### src/hdl/lebuf_pkg.sv
`timescale 1ns / 1ps
`default_nettype none
// ----------------------------------------------------------------------------
// Line edit buffer package
// Shared sizes, request and status codes, and the result word type that
// passes from the edit sequencer to the output stage.
// ----------------------------------------------------------------------------
package lebuf_pkg;

   // Buffer size and the widths that follow from it.
   localparam int LineCapacity = 256;
   localparam int AddrWidth    = $clog2(LineCapacity);
   localparam int CountWidth   = $clog2(LineCapacity + 1);

   // Character codes with a meaning of their own.
   localparam logic [7:0] CharNewline = 8'd10;
   localparam logic [7:0] CharSpace   = 8'd32;

   // Request codes.
   typedef enum logic [2:0] {
      REQ_CHAR   = 3'd0,
      REQ_LEFT   = 3'd1,
      REQ_RIGHT  = 3'd2,
      REQ_BACK   = 3'd3,
      REQ_DEL    = 3'd4,
      REQ_ENTER  = 3'd5,
      REQ_TOGGLE = 3'd6,
      REQ_READ   = 3'd7
   } req_code_type;

   // Result status codes.
   typedef enum logic [1:0] {
      ST_APPLIED = 2'd0,
      ST_IGNORED = 2'd1,
      ST_FULL    = 2'd2
   } status_type;

   // One result word together with its valid flag.
   typedef struct packed {
      logic                  valid;
      logic [CountWidth-1:0] cursor_pos;
      logic [CountWidth-1:0] line_length;
      logic                  overwrite_on;
      logic                  finished;
      logic [7:0]            read_data;
      status_type            status;
   } result_type;

endpackage : lebuf_pkg
`default_nettype wire

### src/hdl/lebuf_ram.sv
`timescale 1ns / 1ps
`default_nettype none
// ----------------------------------------------------------------------------
// Generic simple dual-port RAM
// One write port and one read port with a registered read; a read of the
// address being written returns the old contents.
// ----------------------------------------------------------------------------
module lebuf_ram #(
   parameter int Width = 8,
   parameter int Depth = 256
) (
   input  wire logic                     clock,
   input  wire logic                     wr_en,
   input  wire logic [$clog2(Depth)-1:0] wr_addr,
   input  wire logic [Width-1:0]         wr_data,
   input  wire logic [$clog2(Depth)-1:0] rd_addr,
   output logic      [Width-1:0]         rd_data
);

   logic [Width-1:0] mem [Depth];

   // Write port.
   always_ff @(posedge clock) begin
      if (wr_en) begin
         mem[wr_addr] <= wr_data;
      end
   end

   // Registered read port.
   always_ff @(posedge clock) begin
      rd_data <= mem[rd_addr];
   end

endmodule : lebuf_ram
`default_nettype wire

### src/hdl/lebuf_ctrl.sv
`timescale 1ns / 1ps
`default_nettype none
// ----------------------------------------------------------------------------
// Line edit buffer sequencer
// Holds cursor, length and mode, decodes each request word and runs the
// shift passes over the line memory one entry per cycle.
// ----------------------------------------------------------------------------
module lebuf_ctrl (
   input  wire logic                             clock,
   input  wire logic                             reset,
   input  wire logic                             req_valid,
   output logic                                  req_stall,
   input  wire logic [2:0]                       req_type,
   input  wire logic                             req_pressed,
   input  wire logic [7:0]                       req_char_code,
   input  wire logic [7:0]                       req_read_index,
   output lebuf_pkg::result_type                 res,
   input  wire logic                             res_take,
   output logic                                  ram_wr_en,
   output logic      [lebuf_pkg::AddrWidth-1:0]  ram_wr_addr,
   output logic      [7:0]                       ram_wr_data,
   output logic      [lebuf_pkg::AddrWidth-1:0]  ram_rd_addr,
   input  wire logic [7:0]                       ram_rd_data
);
   import lebuf_pkg::*;

   typedef enum logic [4:0] {
      S_IDLE   = 5'b00001,
      S_INSERT = 5'b00010,
      S_REMOVE = 5'b00100,
      S_READ   = 5'b01000,
      S_DONE   = 5'b10000
   } state_type;

   state_type             state_ff, state_in;
   logic [CountWidth-1:0] cursor_ff, cursor_in;
   logic [CountWidth-1:0] length_ff, length_in;
   logic                  overwrite_ff, overwrite_in;
   logic                  done_ff, done_in;
   logic [CountWidth-1:0] ptr_ff, ptr_in;
   logic                  pend_ff, pend_in;
   logic [AddrWidth-1:0]  pend_addr_ff, pend_addr_in;
   logic                  back_ff, back_in;
   logic                  idx_ok_ff, idx_ok_in;
   logic [7:0]            char_ff, char_in;
   logic [7:0]            rdata_ff, rdata_in;
   status_type            status_ff, status_in;

   req_code_type          code;
   logic                  accept;
   logic                  printable;
   logic [CountWidth-1:0] ptr_dec;
   logic [CountWidth-1:0] ptr_inc;
   logic [CountWidth-1:0] cursor_dec;

   assign code       = req_code_type'(req_type);
   assign accept     = req_valid && (state_ff == S_IDLE);
   assign req_stall  = (state_ff != S_IDLE);
   assign ptr_dec    = ptr_ff - 1'b1;
   assign ptr_inc    = ptr_ff + 1'b1;
   assign cursor_dec = cursor_ff - 1'b1;

   // Letters, digits and space are stored; other codes but newline are dropped.
   always_comb begin
      printable = (req_char_code inside {[8'h41:8'h5a], [8'h61:8'h7a], [8'h30:8'h39]})
                  || (req_char_code == CharSpace);
   end

   // Result word; state registers already hold their final values in S_DONE.
   always_comb begin
      res.valid        = (state_ff == S_DONE);
      res.cursor_pos   = cursor_ff;
      res.line_length  = length_ff;
      res.overwrite_on = overwrite_ff;
      res.finished     = done_ff;
      res.read_data    = rdata_ff;
      res.status       = status_ff;
   end

   // Request decode and shift sequencing.
   always_comb begin
      state_in     = state_ff;
      cursor_in    = cursor_ff;
      length_in    = length_ff;
      overwrite_in = overwrite_ff;
      done_in      = done_ff;
      ptr_in       = ptr_ff;
      pend_in      = pend_ff;
      pend_addr_in = pend_addr_ff;
      back_in      = back_ff;
      idx_ok_in    = idx_ok_ff;
      char_in      = char_ff;
      rdata_in     = rdata_ff;
      status_in    = status_ff;
      ram_wr_en    = 1'b0;
      ram_wr_addr  = pend_addr_ff;
      ram_wr_data  = ram_rd_data;
      ram_rd_addr  = req_read_index;

      case (state_ff)
         S_IDLE: begin
            if (accept) begin
               rdata_in  = 8'd0;
               status_in = ST_IGNORED;
               state_in  = S_DONE;
               char_in   = req_char_code;
               pend_in   = 1'b0;
               if (code == REQ_READ) begin
                  // The memory read issues now; the data lands next cycle.
                  idx_ok_in = ({1'b0, req_read_index} < length_ff);
                  state_in  = S_READ;
               end else if (done_ff) begin
                  status_in = ST_IGNORED;
               end else if (code == REQ_CHAR) begin
                  if (req_char_code == CharNewline) begin
                     done_in   = 1'b1;
                     status_in = ST_APPLIED;
                  end else if (printable) begin
                     if (overwrite_ff && (cursor_ff < length_ff)) begin
                        ram_wr_en   = 1'b1;
                        ram_wr_addr = cursor_ff[AddrWidth-1:0];
                        ram_wr_data = req_char_code;
                        cursor_in   = cursor_ff + 1'b1;
                        status_in   = ST_APPLIED;
                     end else if (length_ff >= CountWidth'(LineCapacity)) begin
                        status_in = ST_FULL;
                     end else begin
                        ptr_in   = length_ff;
                        state_in = S_INSERT;
                     end
                  end
               end else if (req_pressed) begin
                  case (code)
                     REQ_LEFT: begin
                        if (cursor_ff != '0) begin
                           cursor_in = cursor_dec;
                           status_in = ST_APPLIED;
                        end
                     end
                     REQ_RIGHT: begin
                        if (cursor_ff < length_ff) begin
                           cursor_in = cursor_ff + 1'b1;
                           status_in = ST_APPLIED;
                        end
                     end
                     REQ_BACK: begin
                        if (cursor_ff != '0) begin
                           ptr_in   = cursor_dec;
                           back_in  = 1'b1;
                           state_in = S_REMOVE;
                        end
                     end
                     REQ_DEL: begin
                        if (cursor_ff < length_ff) begin
                           ptr_in   = cursor_ff;
                           back_in  = 1'b0;
                           state_in = S_REMOVE;
                        end
                     end
                     REQ_ENTER: begin
                        done_in   = 1'b1;
                        status_in = ST_APPLIED;
                     end
                     REQ_TOGGLE: begin
                        overwrite_in = ~overwrite_ff;
                        status_in    = ST_APPLIED;
                     end
                     default: begin
                        status_in = ST_IGNORED;
                     end
                  endcase
               end
            end
         end

         // Shift the tail up one entry, top down: read entry ptr-1 while
         // writing the word read last cycle into the entry above it.
         S_INSERT: begin
            ram_wr_en = pend_ff;
            if (ptr_ff > cursor_ff) begin
               ram_rd_addr  = ptr_dec[AddrWidth-1:0];
               pend_in      = 1'b1;
               pend_addr_in = ptr_ff[AddrWidth-1:0];
               ptr_in       = ptr_dec;
            end else begin
               pend_in = 1'b0;
               if (!pend_ff) begin
                  ram_wr_en   = 1'b1;
                  ram_wr_addr = cursor_ff[AddrWidth-1:0];
                  ram_wr_data = char_ff;
                  cursor_in   = cursor_ff + 1'b1;
                  length_in   = length_ff + 1'b1;
                  status_in   = ST_APPLIED;
                  state_in    = S_DONE;
               end
            end
         end

         // Shift the tail down one entry, bottom up: read entry ptr+1 while
         // writing the word read last cycle into the entry below it.
         S_REMOVE: begin
            ram_wr_en = pend_ff;
            if (ptr_inc < length_ff) begin
               ram_rd_addr  = ptr_inc[AddrWidth-1:0];
               pend_in      = 1'b1;
               pend_addr_in = ptr_ff[AddrWidth-1:0];
               ptr_in       = ptr_inc;
            end else begin
               pend_in = 1'b0;
               if (!pend_ff) begin
                  length_in = length_ff - 1'b1;
                  if (back_ff) begin
                     cursor_in = cursor_dec;
                  end
                  status_in = ST_APPLIED;
                  state_in  = S_DONE;
               end
            end
         end

         // Read data from the accept cycle is now on the memory output.
         S_READ: begin
            rdata_in  = idx_ok_ff ? ram_rd_data : 8'd0;
            status_in = ST_APPLIED;
            state_in  = S_DONE;
         end

         S_DONE: begin
            if (res_take) begin
               state_in = S_IDLE;
            end
         end

         default: begin
            state_in = S_IDLE;
         end
      endcase
   end

   // Control state.
   always_ff @(posedge clock) begin
      if (reset) begin
         state_ff     <= S_IDLE;
         cursor_ff    <= '0;
         length_ff    <= '0;
         overwrite_ff <= 1'b0;
         done_ff      <= 1'b0;
         pend_ff      <= 1'b0;
      end else begin
         state_ff     <= state_in;
         cursor_ff    <= cursor_in;
         length_ff    <= length_in;
         overwrite_ff <= overwrite_in;
         done_ff      <= done_in;
         pend_ff      <= pend_in;
      end
   end

   // Working registers of the current request.
   always_ff @(posedge clock) begin
      ptr_ff       <= ptr_in;
      pend_addr_ff <= pend_addr_in;
      back_ff      <= back_in;
      idx_ok_ff    <= idx_ok_in;
      char_ff      <= char_in;
      rdata_ff     <= rdata_in;
      status_ff    <= status_in;
   end

endmodule : lebuf_ctrl
`default_nettype wire

### src/hdl/line_edit_buffer_core.sv
`timescale 1ns / 1ps
`default_nettype none
// ----------------------------------------------------------------------------
// Line edit buffer core
// Single-line character buffer with cursor, insert or overwrite mode and an
// end-of-line flag; the characters live in one synchronous RAM.
//
//   Channel   Direction   Handshake            Word
//   req_      in          req_valid/req_stall  type, pressed, char_code,
//                                              read_index
//   rsp_      out         rsp_valid/rsp_stall  cursor_pos, line_length,
//                                              overwrite_on, finished,
//                                              read_data, status
//
// One request word is in work at a time. Cursor moves, mode changes, enter,
// overwrites and refused words finish straight from the accept; a read waits
// for the registered RAM read, and an insert or erase first shifts the tail
// one entry per cycle through the RAM's single write port.
// Reset clears cursor, length and flags but not the RAM. A stalled result
// holds the sequencer only once its own next result is ready.
// ----------------------------------------------------------------------------
module line_edit_buffer_core (
   input  wire logic                               clock,
   input  wire logic                               reset,
   input  wire logic                               req_valid,
   output logic                                    req_stall,
   input  wire logic [2:0]                         req_type,
   input  wire logic                               req_pressed,
   input  wire logic [7:0]                         req_char_code,
   input  wire logic [7:0]                         req_read_index,
   output logic                                    rsp_valid,
   input  wire logic                               rsp_stall,
   output logic      [lebuf_pkg::CountWidth-1:0]   rsp_cursor_pos,
   output logic      [lebuf_pkg::CountWidth-1:0]   rsp_line_length,
   output logic                                    rsp_overwrite_on,
   output logic                                    rsp_finished,
   output logic      [7:0]                         rsp_read_data,
   output logic      [1:0]                         rsp_status
);
   import lebuf_pkg::*;

   result_type           res;
   logic                 res_take;
   logic                 ram_wr_en;
   logic [AddrWidth-1:0] ram_wr_addr;
   logic [7:0]           ram_wr_data;
   logic [AddrWidth-1:0] ram_rd_addr;
   logic [7:0]           ram_rd_data;

   logic                 rsp_valid_ff, rsp_valid_in;
   result_type           rsp_word_ff;

   // Edit sequencer.
   lebuf_ctrl u_ctrl (
      .clock          (clock),
      .reset          (reset),
      .req_valid      (req_valid),
      .req_stall      (req_stall),
      .req_type       (req_type),
      .req_pressed    (req_pressed),
      .req_char_code  (req_char_code),
      .req_read_index (req_read_index),
      .res            (res),
      .res_take       (res_take),
      .ram_wr_en      (ram_wr_en),
      .ram_wr_addr    (ram_wr_addr),
      .ram_wr_data    (ram_wr_data),
      .ram_rd_addr    (ram_rd_addr),
      .ram_rd_data    (ram_rd_data)
   );

   // Character store.
   lebuf_ram #(
      .Width (8),
      .Depth (LineCapacity)
   ) u_line_ram (
      .clock   (clock),
      .wr_en   (ram_wr_en),
      .wr_addr (ram_wr_addr),
      .wr_data (ram_wr_data),
      .rd_addr (ram_rd_addr),
      .rd_data (ram_rd_data)
   );

   // The output register loads when empty or when its word is being taken.
   assign res_take = res.valid && (!rsp_valid_ff || !rsp_stall);

   always_comb begin
      rsp_valid_in = rsp_valid_ff;
      if (res_take) begin
         rsp_valid_in = 1'b1;
      end else if (!rsp_stall) begin
         rsp_valid_in = 1'b0;
      end
   end

   always_ff @(posedge clock) begin
      if (reset) begin
         rsp_valid_ff <= 1'b0;
      end else begin
         rsp_valid_ff <= rsp_valid_in;
      end
   end

   always_ff @(posedge clock) begin
      if (res_take) begin
         rsp_word_ff <= res;
      end
   end

   // Result ports.
   assign rsp_valid        = rsp_valid_ff;
   assign rsp_cursor_pos   = rsp_word_ff.cursor_pos;
   assign rsp_line_length  = rsp_word_ff.line_length;
   assign rsp_overwrite_on = rsp_word_ff.overwrite_on;
   assign rsp_finished     = rsp_word_ff.finished;
   assign rsp_read_data    = rsp_word_ff.read_data;
   assign rsp_status       = rsp_word_ff.status;

endmodule : line_edit_buffer_core
`default_nettype wire
### config.mk
export PLATFORM = sky130hd
export DESIGN_NAME = line_edit_buffer_core
export DESIGN_NICKNAME = d
export VERILOG_FILES = /design/src/hdl/lebuf_pkg.sv /design/src/hdl/lebuf_ram.sv /design/src/hdl/lebuf_ctrl.sv /design/src/hdl/line_edit_buffer_core.sv
export SDC_FILE = /design/constraint.sdc
export NUM_CORES = 2
export LEC_CHECK = 0
export ABC_CLOCK_PERIOD_IN_PS = 20700
export BUFFER_PORTS_ARGS = -buffer_cell sky130_fd_sc_hd__buf_2
export CAP_MARGIN = 0
export CORE_MARGIN = 2
export CORE_UTILIZATION = 45
export DETAILED_ROUTE_END_ITERATION = 10
export PLACE_DENSITY_LB_ADDON = 0.25
export SLEW_MARGIN = 25
export SYNTH_ARGS = -nofsm -noshare
export SYNTH_HDL_FRONTEND = slang
export SYNTH_SLANG_ARGS = --single-unit
export TNS_END_PERCENT = 20
### constraint.sdc
create_clock -name clock -period 20.7 [get_ports clock]
set_clock_uncertainty 0.2 [all_clocks]
set_input_delay 1.035 -clock clock [delete_from_list [all_inputs] [get_ports clock]]
set_output_delay 1.035 -clock clock [all_outputs]
set_load 0.01 [all_outputs]
Word-level counts from Yosys, hierarchy flattened
Memories as Yosys holds them, arrays and structs flattened. A register that Yosys moved wholly into a read port is not among the register bits.
Cells that the tools add are included.
- logic and storage cells: 238
- RAM bits: 2048
- register bits: 94
- bits in read-only memories: 0
- latch bits: 0
- memories: 1
- output and inout port bits: 32
- bits of input ports: 24
- shift operators: 0
- magnitude comparators: 11
- equal/unequal tests: 41
- div/mod/pow operators: 0
- add/sub/neg operators: 6
- bitwise gates (word level): 4
- muxes and demuxes: 123
- reductions and logical operators: 32
- multipliers: 0
- memories (name ; words ; bits a word ; rd ports ; clocked after Yosys merged registers in ; wr ports ; RTL line ; text):
    u_line_ram.mem ; 256 ; 8 ; 1 ; 1 ; 1 ; lebuf_ram.sv:20 ; logic [Width-1:0] mem [Depth];
- operator list (cell ; count):
    $mux 9 ; 31
    $mux 8 ; 24
    $pmux 8 s2 ; 5
    $mux 5 ; 15
    $pmux 9 s2 ; 3
    $pmux 9 s3 ; 2
    $add 9x1->9 const B ; 3
    $sub 9x1->9 const B ; 3
    $pmux 5 s5 ; 1
    $mux 1 ; 24
    $mux 2 ; 12
    $ne 4x4->1 const B ; 6
    $lt 9x9->1 ; 2
    $ge 8x7->1 const B ; 2
    $le 8x7->1 const B ; 2
    $ne 2x1->1 const B ; 8
    $reduce_and 16->1 ; 1
    $ne 3x3->1 const B ; 5
    $reduce_and 14->1 ; 1
    $eq 3x3->1 const B ; 4
    $ne 2x2->1 const B ; 6
    $pmux 5 s2 ; 1
    $ge 9x9->1 const B ; 1
    $gt 9x9->1 ; 1
    34 further kinds ; 54

Depth between registers and ports, before layout
- depth after elaboration: 13
- gate-level depth with buffers: 24
- mapped depth without buffers: 16

Modules after synthesis
A second synthesis with hierarchy kept.
- cell total of the unflattened synthesis: 4367
- area total of the unflattened synthesis: 85553.3 um2
- modules (own cells, without submodules) (module ; times used ; area an instance (um2) ; sequential area each (um2) ; cells an instance):
    lebuf_ram ; 1 ; 79556.3 ; 61659.1 ; 3733
    lebuf_ctrl ; 1 ; 5059.9 ; 1631.6 ; 600
    line_edit_buffer_core ; 1 ; 937.1 ; 920.9 ; 34

Least setup slack after synthesis
No wires, ideal clock.
- path kind: input -> register
- start point: input port req_char_code[0]
- end point: memory u_line_ram.mem[0][7], data pin
- data arrival time: 12.210 ns
- path buffers: 1
- required time: 18.313 ns
- stages: 7
- setup slack: 6.103 ns
- library setup time: 2.187 ns
- cell sequence: or3_1 -> nor3_1 -> o21ai_0 -> nand3_1 -> a21oi_1 -> clkbuf_1 -> o21ai_0
- cells in the longest elaborated chain, start to end: 11
- elaborated cells on any way between the ends: 20
- classes of those cells: order compare: 6; eq/ne: 2; mux: 7; reduce/logical: 5
- ends and longest elaborated chain (what ; RTL line ; text):
    start: declaration ; line_edit_buffer_core.sv:29 ; input wire logic [7:0] req_char_code,
    $ge 8x7->1, or another cell as far along ; lebuf_ctrl.sv:65 ; printable = (req_char_code inside {[8'h41:8'h5a], [8'h61:8'h7a], [8'h30:8'h39]})
    $logic_and 1x1->1 ; lebuf_ctrl.sv:65 ;
    $reduce_bool 3->1 ; lebuf_ctrl.sv:65 ;
    $logic_or 1x1->1 ; lebuf_ctrl.sv:66 ; || (req_char_code == CharSpace);
    $mux 8 ; lebuf_ctrl.sv:118 ; end else if (printable) begin
    $mux 8 * ; lebuf_ctrl.sv:115 ; if (req_char_code == CharNewline) begin
    $mux 8 * ; lebuf_ctrl.sv:114 ; end else if (code == REQ_CHAR) begin
    $mux 8 * ; lebuf_ctrl.sv:112 ; end else if (done_ff) begin
    $mux 8 * ; lebuf_ctrl.sv:108 ; if (code == REQ_READ) begin
    $mux 8 * ; lebuf_ctrl.sv:102 ; if (accept) begin
    $pmux 8 s2 * ; lebuf_ctrl.sv:100 ; case (state_ff)
    named net ram_wr_data[7] ; line_edit_buffer_core.sv:46 ; logic [7:0] ram_wr_data;
    end: declaration ; lebuf_ram.sv:20 ;
Mark *: on every way through the listed nets, which the timed path passes. The rest lies on a longest branch.

Worst setup path after layout
- start point: register u_ctrl.ptr_ff[0]
- end point: register u_line_ram.rd_data[6] (read register of u_line_ram.mem)
- cells in the longest elaborated chain, start to end: 4
- elaborated cells on any way between the ends: 7
- classes of those cells: add/sub: 2; order compare: 2; mux: 3
- ends and longest elaborated chain (what ; RTL line ; text):
    start: declaration ; lebuf_ctrl.sv:40 ; logic [CountWidth-1:0] ptr_ff, ptr_in;
    start signal: assignment ; lebuf_ctrl.sv:261 ; ptr_ff <= ptr_in;
    $add 9x1->9 ; lebuf_ctrl.sv:60 ; assign ptr_inc = ptr_ff + 1'b1;
    $lt 9x9->1 ; lebuf_ctrl.sv:203 ; if (ptr_inc < length_ff) begin
    $mux 8 ; lebuf_ctrl.sv:203 ;
    $pmux 8 s2 * ; lebuf_ctrl.sv:100 ;
    end: declaration ; lebuf_ram.sv:17 ; output logic [Width-1:0] rd_data
Mark *: on every way between the ends. The rest lies on a longest branch, timed or not.
A chain may end at the register's enable or synchronous reset.

==> results.cfg <==
[clock_network]
ctsHoldBuffers = 0
clk_latency_ns = 0.87
cts_setup_buffers = 0
h-tree-depth = 4
cts_made_buffers = 211
cts_buffer_depth = 3
clk_pin_slew_worst_paths_ns = 0.06
cts.repair.resized = 0
root_buffer = clkbuf_16
clkSinkCount = 2150
cts_tree = done

[global_route]
antenna_found_initial = 14
grt_max_degree = 198
globalRouteTotalUtil_pct = 25.3
grt_pass1_vias = 52500
grt_pass1_wl_um = 371000
grt_overflow = 0

[detailed_routing]
drtIter0Drc = 6899
wl_per_cell_um = 28.3
viasPerCell = 6.05
vias = 54800
wl_um = 256000
first_pass_iters = 8
drc_errors = 0
ant_nets = 0

[yosys]
ys_warn_count = 0
netlist_instances = 6254
ys_ff_latch = 2150
synth.net_count = 6327
synth-seq-area-share_pct = 72.6
synth_area_per_cell_um2 = 14.1
synth_edf_count = 2115
synthFlopType = edfxtp_1
syn-cell-area_mm2 = 0.0885
ys_types = 84
async_flop_share_pct = 0

[worst_setup_path]
endpoint = u_line_ram.rd_data[6]$_DFF_P_
r2r-start = u_ctrl.ptr_ff[0]$_DFFE_PP_
start_kind = flop
path_max_fanout = 60
path_class = reg2reg
startpoint = u_ctrl.ptr_ff[0]$_DFFE_PP_
cp_data_arrival_time_ns = 10.07
critPathRequiredTime_ns = 21.23
rr_endpoint = u_line_ram.rd_data[6]$_DFF_P_
r2r_cells = 22
endpoint_kind = flop
r2r_slack_ns = 11.17

[timing]
post-route-period-util_pct = 46.1
fin_crit_ns = 9.53
hold_viol_final = 0
slew_headroom_pct = 22.5
finalSetupTns_ns = 0
rsz0062_at_grt = false
setup_viol = 0
max_freq_mhz = 105
final-max-slew-violation-count = 0
tightestPinTransition_ns = 1.13

[power_and_ir_drop]
p_int_mw = 7.25
clockPowerShare_pct = 39.2
p_sw_mw = 2.28
vdd_drop_max_mv = 0.0993
power_per_cell_area_mw_per_mm2 = 96.8
swShare_pct = 23.9
comb_power_share_pct = 7.8
p_leak_nw = 32.5
p_seq_share_pct = 53.0

[finish]
syn2layout_area_growth_pct = 11.3
fin_util_pct = 50.4
drive_above_1_share_pct = 9.84
n_fill_cell = 16300
final_nets = 6317

[placement]
gp_congestion = 0.897
portBuffers = 55
hpwlAfterDp_um = 155000

[worst_hold_path]
hold_path_class = in2reg

[floorplan]
die_area_mm2 = 0.200
die-height_um = 447
start_util_pct = 45.3
die_x_um = 447
ioPinCount = 56
rows = 162
core_area_mm2 = 0.195

[outcome]
status = completed

[flow_run]
drv_cap = 0
==> cell usage after synthesis, drive strengths merged, types with 8 or more instances <==
master	number	share of area (%)
xnor2	15	0.15
o211a	19	0.22
a21o	26	0.22
inv	113	0.48
o41ai	21	0.21
nand3	368	2.1
o21ai	308	1.8
o221ai	83	0.84
mux2i	494	5.6
a32o	10	0.11
o22ai	98	0.69
a2111oi	8	0.086
nand2	533	2.3
nor4	30	0.24
o21a	8	0.068
buf	180	1.0
ha	48	0.68
edfxtp	2115	72
o22a	29	0.29
nand4	92	0.65
o2111ai	43	0.43
a41oi	13	0.13
a311oi	19	0.19
o211ai	101	0.86
a32oi	45	0.45
a22o	11	0.11
nor2	801	3.4
a21oi	61	0.37
nand2b	9	0.066
clkbuf	228	0.97
a31oi	18	0.13
mux2	79	1.0
and3	21	0.15
a221oi	18	0.18
and2	16	0.11
dfxtp	35	0.79
a22oi	17	0.14
or3	14	0.099
a211oi	8	0.085
nor3	27	0.16
==> final cells by class <==
cell class | instances | area (um^2) | area share, %
clock buffers | 270 | 5630 | 5.71
diodes | 5 | 12.5 | 0.0127
clock inverters | 123 | 1050 | 1.07
well taps | 2624 | 3280 | 3.33
flip-flops and latches | 2150 | 64200 | 65.2
inverters | 113 | 424 | 0.431
repair buffers | 185 | 1410 | 1.43
multi-input cells | 3583 | 22400 | 22.8
==> registers in the layout (all words and copies together) (netlist names), 9 cells and up <==
name,count
u_line_ram.mem,2048
u_ctrl.cursor_ff,9
u_ctrl.length_ff,9
rsp_cursor_pos,9
u_ctrl.ptr_ff,9
rsp_line_length,9
==> metal layers <==
layer,wire length [um],vias up,track usage [%]
met4,10400,16,10.0
met5,94,-,0
li1,-,23900,-
met3,24300,498,5.25
met1,105000,27700,35.6
met2,116000,2647,38.7
==> power by group through the flow <==
stage | clock (mW) | sequential [mW] | combinational [mW]
floorplan | 0 | 5.23 | 0.390
global placement | 0 | 5.14 | 0.720
detailed placement | 0 | 5.14 | 0.738
CTS | 3.77 | 5.05 | 0.738
global route | 3.94 | 5.05 | 0.792
finish | 3.74 | 5.05 | 0.747
==> per-stage QoR <==
stage	power (mW)	setup WS, ns	hold slack, ns	std cells	instance area [um^2]
CTS	9.56	11.17	0.162	9046	98400
global placement	5.86	11.01	0.204	8647	91500
floorplan	5.62	6.10	0.200	6254	88500
detailed placement	5.88	11.26	0.206	8653	91700
finish	9.54	11.17	0.211	9053	98500
global route	9.78	10.61	0.186	9050	98500
==> worst min-delay path by stage <==
stage	to	slack, ns	from	cells past startpoint
floorplan	rsp_read_data[0]$_DFFE_PP_	0.20	u_ctrl.rdata_ff[0]$_SDFFCE_PN0P_	0
global placement	rsp_read_data[7]$_DFFE_PP_	0.20	u_ctrl.rdata_ff[7]$_SDFFCE_PN0P_	0
detailed placement	rsp_read_data[4]$_DFFE_PP_	0.21	u_ctrl.rdata_ff[4]$_SDFFCE_PN0P_	0
CTS	u_ctrl.char_ff[7]$_DFFE_PP_	0.16	req_char_code[7]	1
global route	u_ctrl.char_ff[7]$_DFFE_PP_	0.19	req_char_code[7]	1
finish	u_ctrl.char_ff[7]$_DFFE_PP_	0.21	req_char_code[7]	1
==> placed cells by master, fill, tap and decap left out, types with 56 or more instances in the layout <==
cell / netlist / final
nor2_1: 797 / 790
a21oi_1: 58 / 56
buf_4: 24 / 115
o21ai_0: 303 / 302
o221ai_1: 82 / 82
mux2_2: 75 / 75
edfxtp_1: 2115 / 2115
nand2_1: 533 / 522
nand4_1: 92 / 92
o211ai_1: 101 / 101
inv_1: 113 / 113
mux2i_1: 494 / 492
nand3_1: 366 / 366
clkbuf_16: 0 / 214
buf_2: 113 / 59
o22ai_1: 98 / 98
==> worst max-delay path: stages (launching register included) <==
cell and delay, ns:
edfxtp_1 0.65, and2_1 0.25, nand4_1 0.12, xnor2_1 0.27, inv_1 0.08, ha_1 0.30
nand4_1 0.17, a21oi_1 0.36, nor4_4 0.13, nor2_1 0.68, nor3_4 0.02, buf_4 0.29
nor2_4 0.33, buf_4 0.71, buf_4 0.59, buf_4 0.68, buf_4 0.87, buf_4 0.74
mux2i_1 0.30, o22ai_1 0.14, o41ai_2 0.73, nand4_1 0.15, or4_1 0.51
==> kinds of logic (layout without fill, tap and decap cells) <==
group	Yosys count	count (layout)	synth area share, %
buffers and inverters	521	691	2.48
adders and majority gates	49	49	0.702
and+or+nand+nor	1933	1933	9.44
muxes	573	573	6.60
other	0	5	0
DFF	2150	2150	72.6
AOI/OAI and AO/OA	1006	1006	7.96
xor gates and xnor gates	22	22	0.218
Note: power is estimated with default switching activity, not from simulation.
